==> config.mk <==
export PLATFORM = sky130hd
export DESIGN_NAME = six_frame_kmer_encoder
export DESIGN_NICKNAME = d
export VERILOG_FILES = /design/src/sv/sfke_pkg.sv /design/src/sv/six_frame_kmer_encoder.sv
export SDC_FILE = /design/constraint.sdc
export NUM_CORES = 2
export LEC_CHECK = 0
export BUFFER_PORTS_ARGS = -buffer_cell sky130_fd_sc_hd__buf_2
export CORE_ASPECT_RATIO = 0.75
export CORE_UTILIZATION = 63
export CTS_CLUSTER_SIZE = 30
export DETAILED_ROUTE_END_ITERATION = 10
export PLACE_DENSITY = 0.82
export RECOVER_POWER = 25
export SLEW_MARGIN = 25
export SYNTH_ARGS = -nofsm -noshare
export SYNTH_HDL_FRONTEND = slang
export SYNTH_SLANG_ARGS = --single-unit
==> constraint.sdc <==
create_clock -name clk -period 22.1 [get_ports clk]
set_input_delay 4.42 -clock clk [delete_from_list [all_inputs] [get_ports clk]]
set_output_delay 4.42 -clock clk [all_outputs]
set_load 0.005 [all_outputs]
==> src/sv/sfke_pkg.sv <==
package sfke_pkg;

  // k-mer length in amino acids (1..8)
  localparam int KMER_LEN   = 8;
  localparam int NUM_FRAMES = 3;

  localparam int AA_W      = 5;
  localparam int TAG_W     = 3;
  localparam int AA_WIN_W  = AA_W * KMER_LEN;
  localparam int TAG_WIN_W = TAG_W * KMER_LEN;
  localparam int CNT_W     = $clog2(KMER_LEN + 1);
  localparam int NUM_PAIRS = (KMER_LEN + 1) / 2;

  localparam int AA_SHIFT  = 25;
  localparam int KMER_W    = 61;
  localparam int VAL_W     = KMER_W - AA_SHIFT;
  localparam int SEQ_ID_W  = 32;
  localparam int POS_W     = 16;
  localparam int FRAME_W   = 3;

  localparam logic [VAL_W-1:0] AA_RADIX = VAL_W'(21);

  // nucleotide codes
  localparam logic [1:0] BASE_A = 2'd0;
  localparam logic [1:0] BASE_C = 2'd1;
  localparam logic [1:0] BASE_T = 2'd2;
  localparam logic [1:0] BASE_G = 2'd3;

  typedef struct packed {
    logic [1:0]          base;
    logic                strand;
    logic                sequence_start;
    logic [SEQ_ID_W-1:0] seq_id;
  } sfke_in_t;

  typedef struct packed {
    logic [KMER_W-1:0]   kmer_code;
    logic [SEQ_ID_W-1:0] seq_id_out;
    logic [POS_W-1:0]    position;
    logic [FRAME_W-1:0]  frame;
  } sfke_out_t;

  // codon -> amino acid, index {b0, b1, b2}
  localparam logic [AA_W-1:0] CODON_AA [64] = '{
    5'd11, 5'd2,  5'd2,  5'd11, 5'd16, 5'd16, 5'd16, 5'd16,
    5'd9,  5'd9,  5'd9,  5'd12, 5'd1,  5'd15, 5'd15, 5'd1,
    5'd5,  5'd8,  5'd8,  5'd5,  5'd14, 5'd14, 5'd14, 5'd14,
    5'd10, 5'd10, 5'd10, 5'd10, 5'd1,  5'd1,  5'd1,  5'd1,
    5'd20, 5'd18, 5'd18, 5'd20, 5'd15, 5'd15, 5'd15, 5'd15,
    5'd10, 5'd13, 5'd13, 5'd10, 5'd20, 5'd4,  5'd4,  5'd17,
    5'd6,  5'd3,  5'd3,  5'd6,  5'd0,  5'd0,  5'd0,  5'd0,
    5'd19, 5'd19, 5'd19, 5'd19, 5'd7,  5'd7,  5'd7,  5'd7
  };

  // synonymous-codon tag: third base, except AGG/TTG -> 4, AGA/TTA/TGA -> 5
  function automatic logic [TAG_W-1:0] codon_tag(input logic [1:0] b0,
                                                 input logic [1:0] b1,
                                                 input logic [1:0] b2);
    logic [TAG_W-1:0] t;
    t = {1'b0, b2};
    if (b0 == BASE_A && b1 == BASE_G && b2 == BASE_G) t = 3'd4;
    if (b0 == BASE_A && b1 == BASE_G && b2 == BASE_A) t = 3'd5;
    if (b0 == BASE_T && b1 == BASE_T && b2 == BASE_G) t = 3'd4;
    if (b0 == BASE_T && b1 == BASE_T && b2 == BASE_A) t = 3'd5;
    if (b0 == BASE_T && b1 == BASE_G && b2 == BASE_A) t = 3'd5;
    return t;
  endfunction

  // 21^idx, elaboration-time constant at every call site
  function automatic logic [VAL_W-1:0] pow21(input int idx);
    logic [VAL_W-1:0] p;
    p = VAL_W'(1);
    for (int k = 0; k < idx; k++) p = p * AA_RADIX;
    return p;
  endfunction

  function automatic logic [VAL_W-1:0] aa_weight(input logic [AA_W-1:0] aa,
                                                 input int idx);
    return VAL_W'(aa) * pow21(idx);
  endfunction

endpackage

==> src/sv/six_frame_kmer_encoder.sv <==
// Six-frame amino-acid k-mer encoder. One nucleotide per transaction enters on
// in_data (base, strand, sequence_start, seq_id); from the third base of a
// strand on, each base completes a codon of the frame that is next in turn.
// The codon is translated to an amino acid and a synonymous-codon tag, and once
// that frame holds KMER_LEN amino acids a k-mer result transaction is produced:
// (base-21 value << 25) | tags, with the seq_id of the completing base, the
// k-mer start position in amino acids (saturating at 65535) and the frame
// (0-2 forward, 3-5 reverse). sequence_start clears all frame state before the
// base is taken. Rate: one base per cycle unless out_ready stalls the pipeline;
// a result passes the window, pair-sum and output registers before out_valid.
// The throughput is set by the per-base frame-state update; the weighted sum
// runs in two further pipeline stages (pair sums, then final sum) and each
// stage stalls only when the one after it is full and blocked. Results leave
// in the order of the bases that complete them.
module six_frame_kmer_encoder (
  input  logic               clk,
  input  logic               rst_n,
  input  logic               in_valid,
  output logic               in_ready,
  input  sfke_pkg::sfke_in_t in_data,
  output logic               out_valid,
  input  logic               out_ready,
  output sfke_pkg::sfke_out_t out_data
);

  typedef struct packed {
    logic [sfke_pkg::AA_WIN_W-1:0]  aa_win;
    logic [sfke_pkg::TAG_WIN_W-1:0] tags;
    logic [sfke_pkg::SEQ_ID_W-1:0]  seq_id;
    logic [sfke_pkg::POS_W-1:0]     pos;
    logic [sfke_pkg::FRAME_W-1:0]   frame;
  } win_stage_t;

  typedef struct packed {
    logic [sfke_pkg::NUM_PAIRS-1:0][sfke_pkg::VAL_W-1:0] psum;
    logic [sfke_pkg::TAG_WIN_W-1:0] tags;
    logic [sfke_pkg::SEQ_ID_W-1:0]  seq_id;
    logic [sfke_pkg::POS_W-1:0]     pos;
    logic [sfke_pkg::FRAME_W-1:0]   frame;
  } sum_stage_t;

  // ---------------------------------------------------------------------------
  // Frame state
  // ---------------------------------------------------------------------------
  logic [1:0] phase_r, phase_nxt;    // frame of the next completed codon
  logic [3:0] prev_r, prev_nxt;      // last two bases, older in [3:2]
  logic [1:0] seen_r, seen_nxt;      // bases seen on this strand, saturating at 2

  logic [sfke_pkg::AA_WIN_W-1:0]  aa_win_r  [sfke_pkg::NUM_FRAMES];
  logic [sfke_pkg::AA_WIN_W-1:0]  aa_win_nxt[sfke_pkg::NUM_FRAMES];
  logic [sfke_pkg::TAG_WIN_W-1:0] tag_win_r  [sfke_pkg::NUM_FRAMES];
  logic [sfke_pkg::TAG_WIN_W-1:0] tag_win_nxt[sfke_pkg::NUM_FRAMES];
  logic [sfke_pkg::CNT_W-1:0]     cnt_r  [sfke_pkg::NUM_FRAMES];
  logic [sfke_pkg::CNT_W-1:0]     cnt_nxt[sfke_pkg::NUM_FRAMES];
  logic [sfke_pkg::POS_W-1:0]     pos_r  [sfke_pkg::NUM_FRAMES];
  logic [sfke_pkg::POS_W-1:0]     pos_nxt[sfke_pkg::NUM_FRAMES];

  // pipeline stages
  logic       win_valid_r, sum_valid_r, out_valid_r;
  win_stage_t win_r, win_nxt;
  sum_stage_t sum_r, sum_nxt;
  sfke_pkg::sfke_out_t out_r, out_nxt;
  logic       win_load;             // accepted base completes a k-mer

  logic accept;
  logic out_adv, sum_adv, win_adv;

  // each stage moves when it is empty or its successor moves
  assign out_adv  = !out_valid_r || out_ready;
  assign sum_adv  = !sum_valid_r || out_adv;
  assign win_adv  = !win_valid_r || sum_adv;
  assign in_ready = win_adv;
  assign accept   = in_valid && in_ready;

  // ---------------------------------------------------------------------------
  // Per-base update: codon lookup and window shift of the active frame
  // ---------------------------------------------------------------------------
  always_comb begin
    logic [1:0]                     eff_phase;
    logic [3:0]                     eff_prev;
    logic [1:0]                     eff_seen;
    logic [1:0]                     fsel;
    logic [1:0]                     b0, b1;
    logic [sfke_pkg::AA_W-1:0]      aa;
    logic [sfke_pkg::TAG_W-1:0]     tag;
    logic [sfke_pkg::AA_WIN_W-1:0]  cur_aa;
    logic [sfke_pkg::TAG_WIN_W-1:0] cur_tag;
    logic [sfke_pkg::CNT_W-1:0]     cur_cnt;
    logic [sfke_pkg::POS_W-1:0]     cur_pos;
    logic [sfke_pkg::CNT_W-1:0]     new_cnt;

    // a sequence start clears everything before this base is taken
    eff_phase = in_data.sequence_start ? 2'd0 : phase_r;
    eff_prev  = in_data.sequence_start ? 4'd0 : prev_r;
    eff_seen  = in_data.sequence_start ? 2'd0 : seen_r;
    for (int f = 0; f < sfke_pkg::NUM_FRAMES; f++) begin
      aa_win_nxt[f]  = in_data.sequence_start ? '0 : aa_win_r[f];
      tag_win_nxt[f] = in_data.sequence_start ? '0 : tag_win_r[f];
      cnt_nxt[f]     = in_data.sequence_start ? '0 : cnt_r[f];
      pos_nxt[f]     = in_data.sequence_start ? '0 : pos_r[f];
    end

    fsel = (eff_phase > 2'd2) ? 2'd0 : eff_phase;
    b0   = eff_prev[3:2];
    b1   = eff_prev[1:0];
    aa   = sfke_pkg::CODON_AA[{b0, b1, in_data.base}];
    tag  = sfke_pkg::codon_tag(b0, b1, in_data.base);

    cur_aa  = '0;
    cur_tag = '0;
    cur_cnt = '0;
    cur_pos = '0;
    for (int f = 0; f < sfke_pkg::NUM_FRAMES; f++) begin
      if (fsel == 2'(f)) begin
        cur_aa  = aa_win_nxt[f];
        cur_tag = tag_win_nxt[f];
        cur_cnt = cnt_nxt[f];
        cur_pos = pos_nxt[f];
      end
    end

    new_cnt = (cur_cnt < sfke_pkg::CNT_W'(sfke_pkg::KMER_LEN)) ?
              cur_cnt + 1'b1 : cur_cnt;

    win_nxt.aa_win = {aa, cur_aa[sfke_pkg::AA_WIN_W-1:sfke_pkg::AA_W]};
    win_nxt.tags   = {tag, cur_tag[sfke_pkg::TAG_WIN_W-1:sfke_pkg::TAG_W]};
    win_nxt.seq_id = in_data.seq_id;
    win_nxt.pos    = cur_pos;
    win_nxt.frame  = in_data.strand ? 3'(fsel) + 3'd3 : 3'(fsel);

    win_load = 1'b0;
    if (eff_seen < 2'd2) begin
      // still gathering the first two bases of the strand
      seen_nxt  = eff_seen + 2'd1;
      prev_nxt  = {eff_prev[1:0], in_data.base};
      phase_nxt = eff_phase;
    end else begin
      seen_nxt  = eff_seen;
      prev_nxt  = {eff_prev[1:0], in_data.base};
      phase_nxt = (fsel >= 2'd2) ? 2'd0 : fsel + 2'd1;
      win_load  = (new_cnt >= sfke_pkg::CNT_W'(sfke_pkg::KMER_LEN));
      for (int f = 0; f < sfke_pkg::NUM_FRAMES; f++) begin
        if (fsel == 2'(f)) begin
          aa_win_nxt[f]  = win_nxt.aa_win;
          tag_win_nxt[f] = win_nxt.tags;
          cnt_nxt[f]     = new_cnt;
          if (win_load && cur_pos != '1) pos_nxt[f] = cur_pos + 1'b1;
        end
      end
    end
  end

  always_ff @(posedge clk) begin
    if (!rst_n) begin
      phase_r <= '0;
      prev_r  <= '0;
      seen_r  <= '0;
      for (int f = 0; f < sfke_pkg::NUM_FRAMES; f++) begin
        aa_win_r[f]  <= '0;
        tag_win_r[f] <= '0;
        cnt_r[f]     <= '0;
        pos_r[f]     <= '0;
      end
    end else if (accept) begin
      phase_r <= phase_nxt;
      prev_r  <= prev_nxt;
      seen_r  <= seen_nxt;
      for (int f = 0; f < sfke_pkg::NUM_FRAMES; f++) begin
        aa_win_r[f]  <= aa_win_nxt[f];
        tag_win_r[f] <= tag_win_nxt[f];
        cnt_r[f]     <= cnt_nxt[f];
        pos_r[f]     <= pos_nxt[f];
      end
    end
  end

  // ---------------------------------------------------------------------------
  // Weighted sum: pairs of 21^i terms, then the final sum and code assembly
  // ---------------------------------------------------------------------------
  always_comb begin
    logic [sfke_pkg::VAL_W-1:0] hi_term;
    for (int p = 0; p < sfke_pkg::NUM_PAIRS; p++) begin
      if (2 * p + 1 < sfke_pkg::KMER_LEN) begin
        hi_term = sfke_pkg::aa_weight(
          win_r.aa_win[sfke_pkg::AA_W*(2*p+1) +: sfke_pkg::AA_W], 2 * p + 1);
      end else begin
        hi_term = '0;
      end
      sum_nxt.psum[p] = sfke_pkg::aa_weight(
        win_r.aa_win[sfke_pkg::AA_W*(2*p) +: sfke_pkg::AA_W], 2 * p) + hi_term;
    end
    sum_nxt.tags   = win_r.tags;
    sum_nxt.seq_id = win_r.seq_id;
    sum_nxt.pos    = win_r.pos;
    sum_nxt.frame  = win_r.frame;
  end

  always_comb begin
    logic [sfke_pkg::VAL_W-1:0] value;
    value = '0;
    for (int p = 0; p < sfke_pkg::NUM_PAIRS; p++) value = value + sum_r.psum[p];
    out_nxt.kmer_code  = {value,
                          {(sfke_pkg::AA_SHIFT - sfke_pkg::TAG_WIN_W){1'b0}},
                          sum_r.tags};
    out_nxt.seq_id_out = sum_r.seq_id;
    out_nxt.position   = sum_r.pos;
    out_nxt.frame      = sum_r.frame;
  end

  always_ff @(posedge clk) begin
    if (!rst_n) begin
      win_valid_r <= 1'b0;
      sum_valid_r <= 1'b0;
      out_valid_r <= 1'b0;
    end else begin
      if (win_adv) win_valid_r <= accept && win_load;
      if (sum_adv) sum_valid_r <= win_valid_r;
      if (out_adv) out_valid_r <= sum_valid_r;
    end
  end

  // payload registers carry no reset
  always_ff @(posedge clk) begin
    if (win_adv && accept && win_load) win_r <= win_nxt;
    if (sum_adv && win_valid_r)        sum_r <= sum_nxt;
    if (out_adv && sum_valid_r)        out_r <= out_nxt;
  end

  assign out_valid = out_valid_r;
  assign out_data  = out_r;

endmodule

==> out/results.ini <==
[clock_network]
clockBufferDepth=3
cts_tree=done
clock_latency_ns=0.67
cts_hold_buf=0
cts_max_level=2
cts_buffers=61
cts.sinks=635
clk_pin_slew_ns=0.07
cts.repair.resized=0
cts_setup_buffers=0
cts_root_buffer=clkbuf_16

[floorplanning]
ioPinCount=154
die_w_um=288
core_mm2=0.0606
rows=78
die-area_mm2=0.0624
initial_utilization_pct=63.9
die_h_um=217

[logic_synthesis]
syn_avg_cell_area_um2=11.6
synth_ff_type=edfxtp_1
synthesis.area_mm2=0.0387
ys_types=80
synth_edf_count=624
synthTopCellsByArea=edfxtp_1 48%, ha_1 11%, fa_1 11%, a21oi_1 3.6%, nand2_1 3.5%
synthCells=3343
synthArstFlopShare_pct=0
seq_area_frac_synth_pct=49.0
synth_top_cell_by_area=edfxtp_1
synth_common_cells=624 x edfxtp_1, 356 x nand2_1, 347 x ha_1, 346 x inv_1, 279 x a21oi_1
yosysMostFrequentCell=edfxtp_1
yosys_warnings=0
ys_ff_latch=635
yosysTopAreaCellShare_pct=48.4
synth_nets=3935

[critical_path]
crit_type=input port to register
end_kind=register
cp_data_required_time_ns=22.49
reg2reg_depth=17
critPathLaunchType=input port
critPathMaxFanout=68
arrival_ns=10.68

[status]
violations=DRC, capacitance limit, slew limit
status=finished, violations left

[cells_and_area]
fin_area_mm2=0.0423
drive_gt1_share_pct=9.15
nets=4038
fin_util_pct=69.8
synthToLayoutAreaGrowth_pct=9.30

[sta]
timing.final.ws_setup_ns=11.81
max_freq_mhz=97.2
period_minus_slack_ns=10.29
timing.final.crit_share_pct=46.6
finalMaxSlewViolations=153
hold_violations=0
skew_ns=0.0805
rsz0062_at_grt=no
worst_pin_slew_ns=3.35
setup_viol=0
relSlewSlack_pct=-124
tns_ns=0

[pwr]
sw_frac_of_total_pct=23.2
p_comb_share_pct=7.8
finalPower_uw=2660
powerDensity_mw_per_mm2=62.9
ir_drop_mv=0.0656
p_int_uw=2040
leakage_uw=0.0172
power_frac_seq_pct=51.2
p_sw_uw=618
p_clk_share_pct=41.0

[placement]
place_area_mm2=0.0402
routabilityCongestion=0.917
portBuffers=152
dp_hpwl_um=56700
post-place-ws_ns=11.34

[drt]
wl_per_cell_um=19.5
drc=6
firstDrtPassIters=11
wl_um=83700
routedLengthMet1_um=36400
num_vias=25538
maxUsedRoutingLayer=met4
ant_nets=0
wl_met2_um=38400
drt_iter0_markers=2757
wl_met3_um=7100
viasPerCell=5.94

[hold_path]
min_path_type=register to register
hold_depth=0

[global_route]
grt_pass1_vias=24986
grt_max_degree=200
overflow=0
grt_pass1_wl_um=133000
antenna_found_initial=2
grt_use_total_pct=27.0

[run]
cap_viol_max_count=3

## logic make-up after synthesis
| family | share of synthesized area, % |
|---|---|
| simple gates | 10.4 |
| compound gates | 10.4 |
| flops | 49.0 |
| fa+ha+maj | 21.8 |
| buf+inv | 4.79 |
| xor+xnor | 2.81 |
| mux | 0.779 |
| other cells | 0.00969 |
## state kept, by name, summed over array words and instances (netlist names), 4 cells and up
name	cells
cnt_r	12
prev_r	4
out_data	111
aa_win_r	105
win_r	40
pos_r	48
out_nxt	75
sum_r	95
sum_nxt	75
tag_win_r	63
## metal layers
layer / GRT usage, % / vias to the layer above
li1: - / 11960
met1: 39.8 / 12350
met5: 0 / -
met3: 5.38 / 128
met2: 41.1 / 1100
met4: 7.20 / 0
## final cells by class
cell class | count | area [µm²]
Antenna cell | 2 | 5.00
Multi-Input combinational cell | 2225 | 18000
Fill cell | 4251 | 18300
Inverter | 348 | 1310
Clock inverter | 44 | 524
Tap cell | 800 | 1000
Sequential cell | 635 | 19000
Clock buffer | 72 | 1570
Timing Repair Buffer | 175 | 962
## worst paths after layout
path / endpoint / slack [ns] / startpoint
min: out_nxt[22] / 0.35 / sum_nxt[22]
min reg2reg: out_nxt[22] / 0.35 / sum_nxt[22]
max reg2reg: sum_r[218] / 15.65 / win_r[106]
max: pos_r[0][6] / 11.81 / in_data[32]
## worst max-delay path, cell delays in order
cell and delay [ns]:
buf_2 0.69, clkinv_2 0.86, nand2_1 0.39, inv_1 0.08, ha_2 0.58, and2b_2 0.23, buf_4 0.72, a22oi_1 0.16
o21ai_0 0.25, and2_1 0.28, ha_1 0.28, nand2_2 0.11, or4b_4 0.53, nor3_4 0.34, nor3_2 0.20, buf_4 0.28
mux2i_1 0.19, nor2_1 0.07
## power by group through the flow
stage          registers, µW  clock network (µW)  logic, µW
2_1_floorplan           1390                   0        152
3_3_place_gp            1390                   0        197
3_5_place_dp            1390                   0        203
4_1_cts                 1360                1110        205
5_1_grt                 1360                1160        230
6_report                1360                1090        207
## cell usage in the layout (no fill, tap or decap), types with 37 or more instances in the layout
cell / instances
and2_1: 60
ha_1: 345
o21ai_0: 117
clkbuf_16: 61
xor2_1: 37
and3_1: 75
fa_1: 205
nand3_1: 37
xnor2_1: 87
nor2_1: 222
edfxtp_1: 624
a22oi_1: 58
nand2_1: 352
a21oi_1: 279
inv_1: 345
buf_2: 152
## through the flow
step,hold slack [ns],cells
2_1_floorplan,0.400,3343
3_3_place_gp,0.400,4182
3_5_place_dp,0.405,4182
4_1_cts,0.353,4298
5_1_grt,0.361,4299
6_report,0.351,4301
No activity file was read; power rests on OpenSTA's default activity.
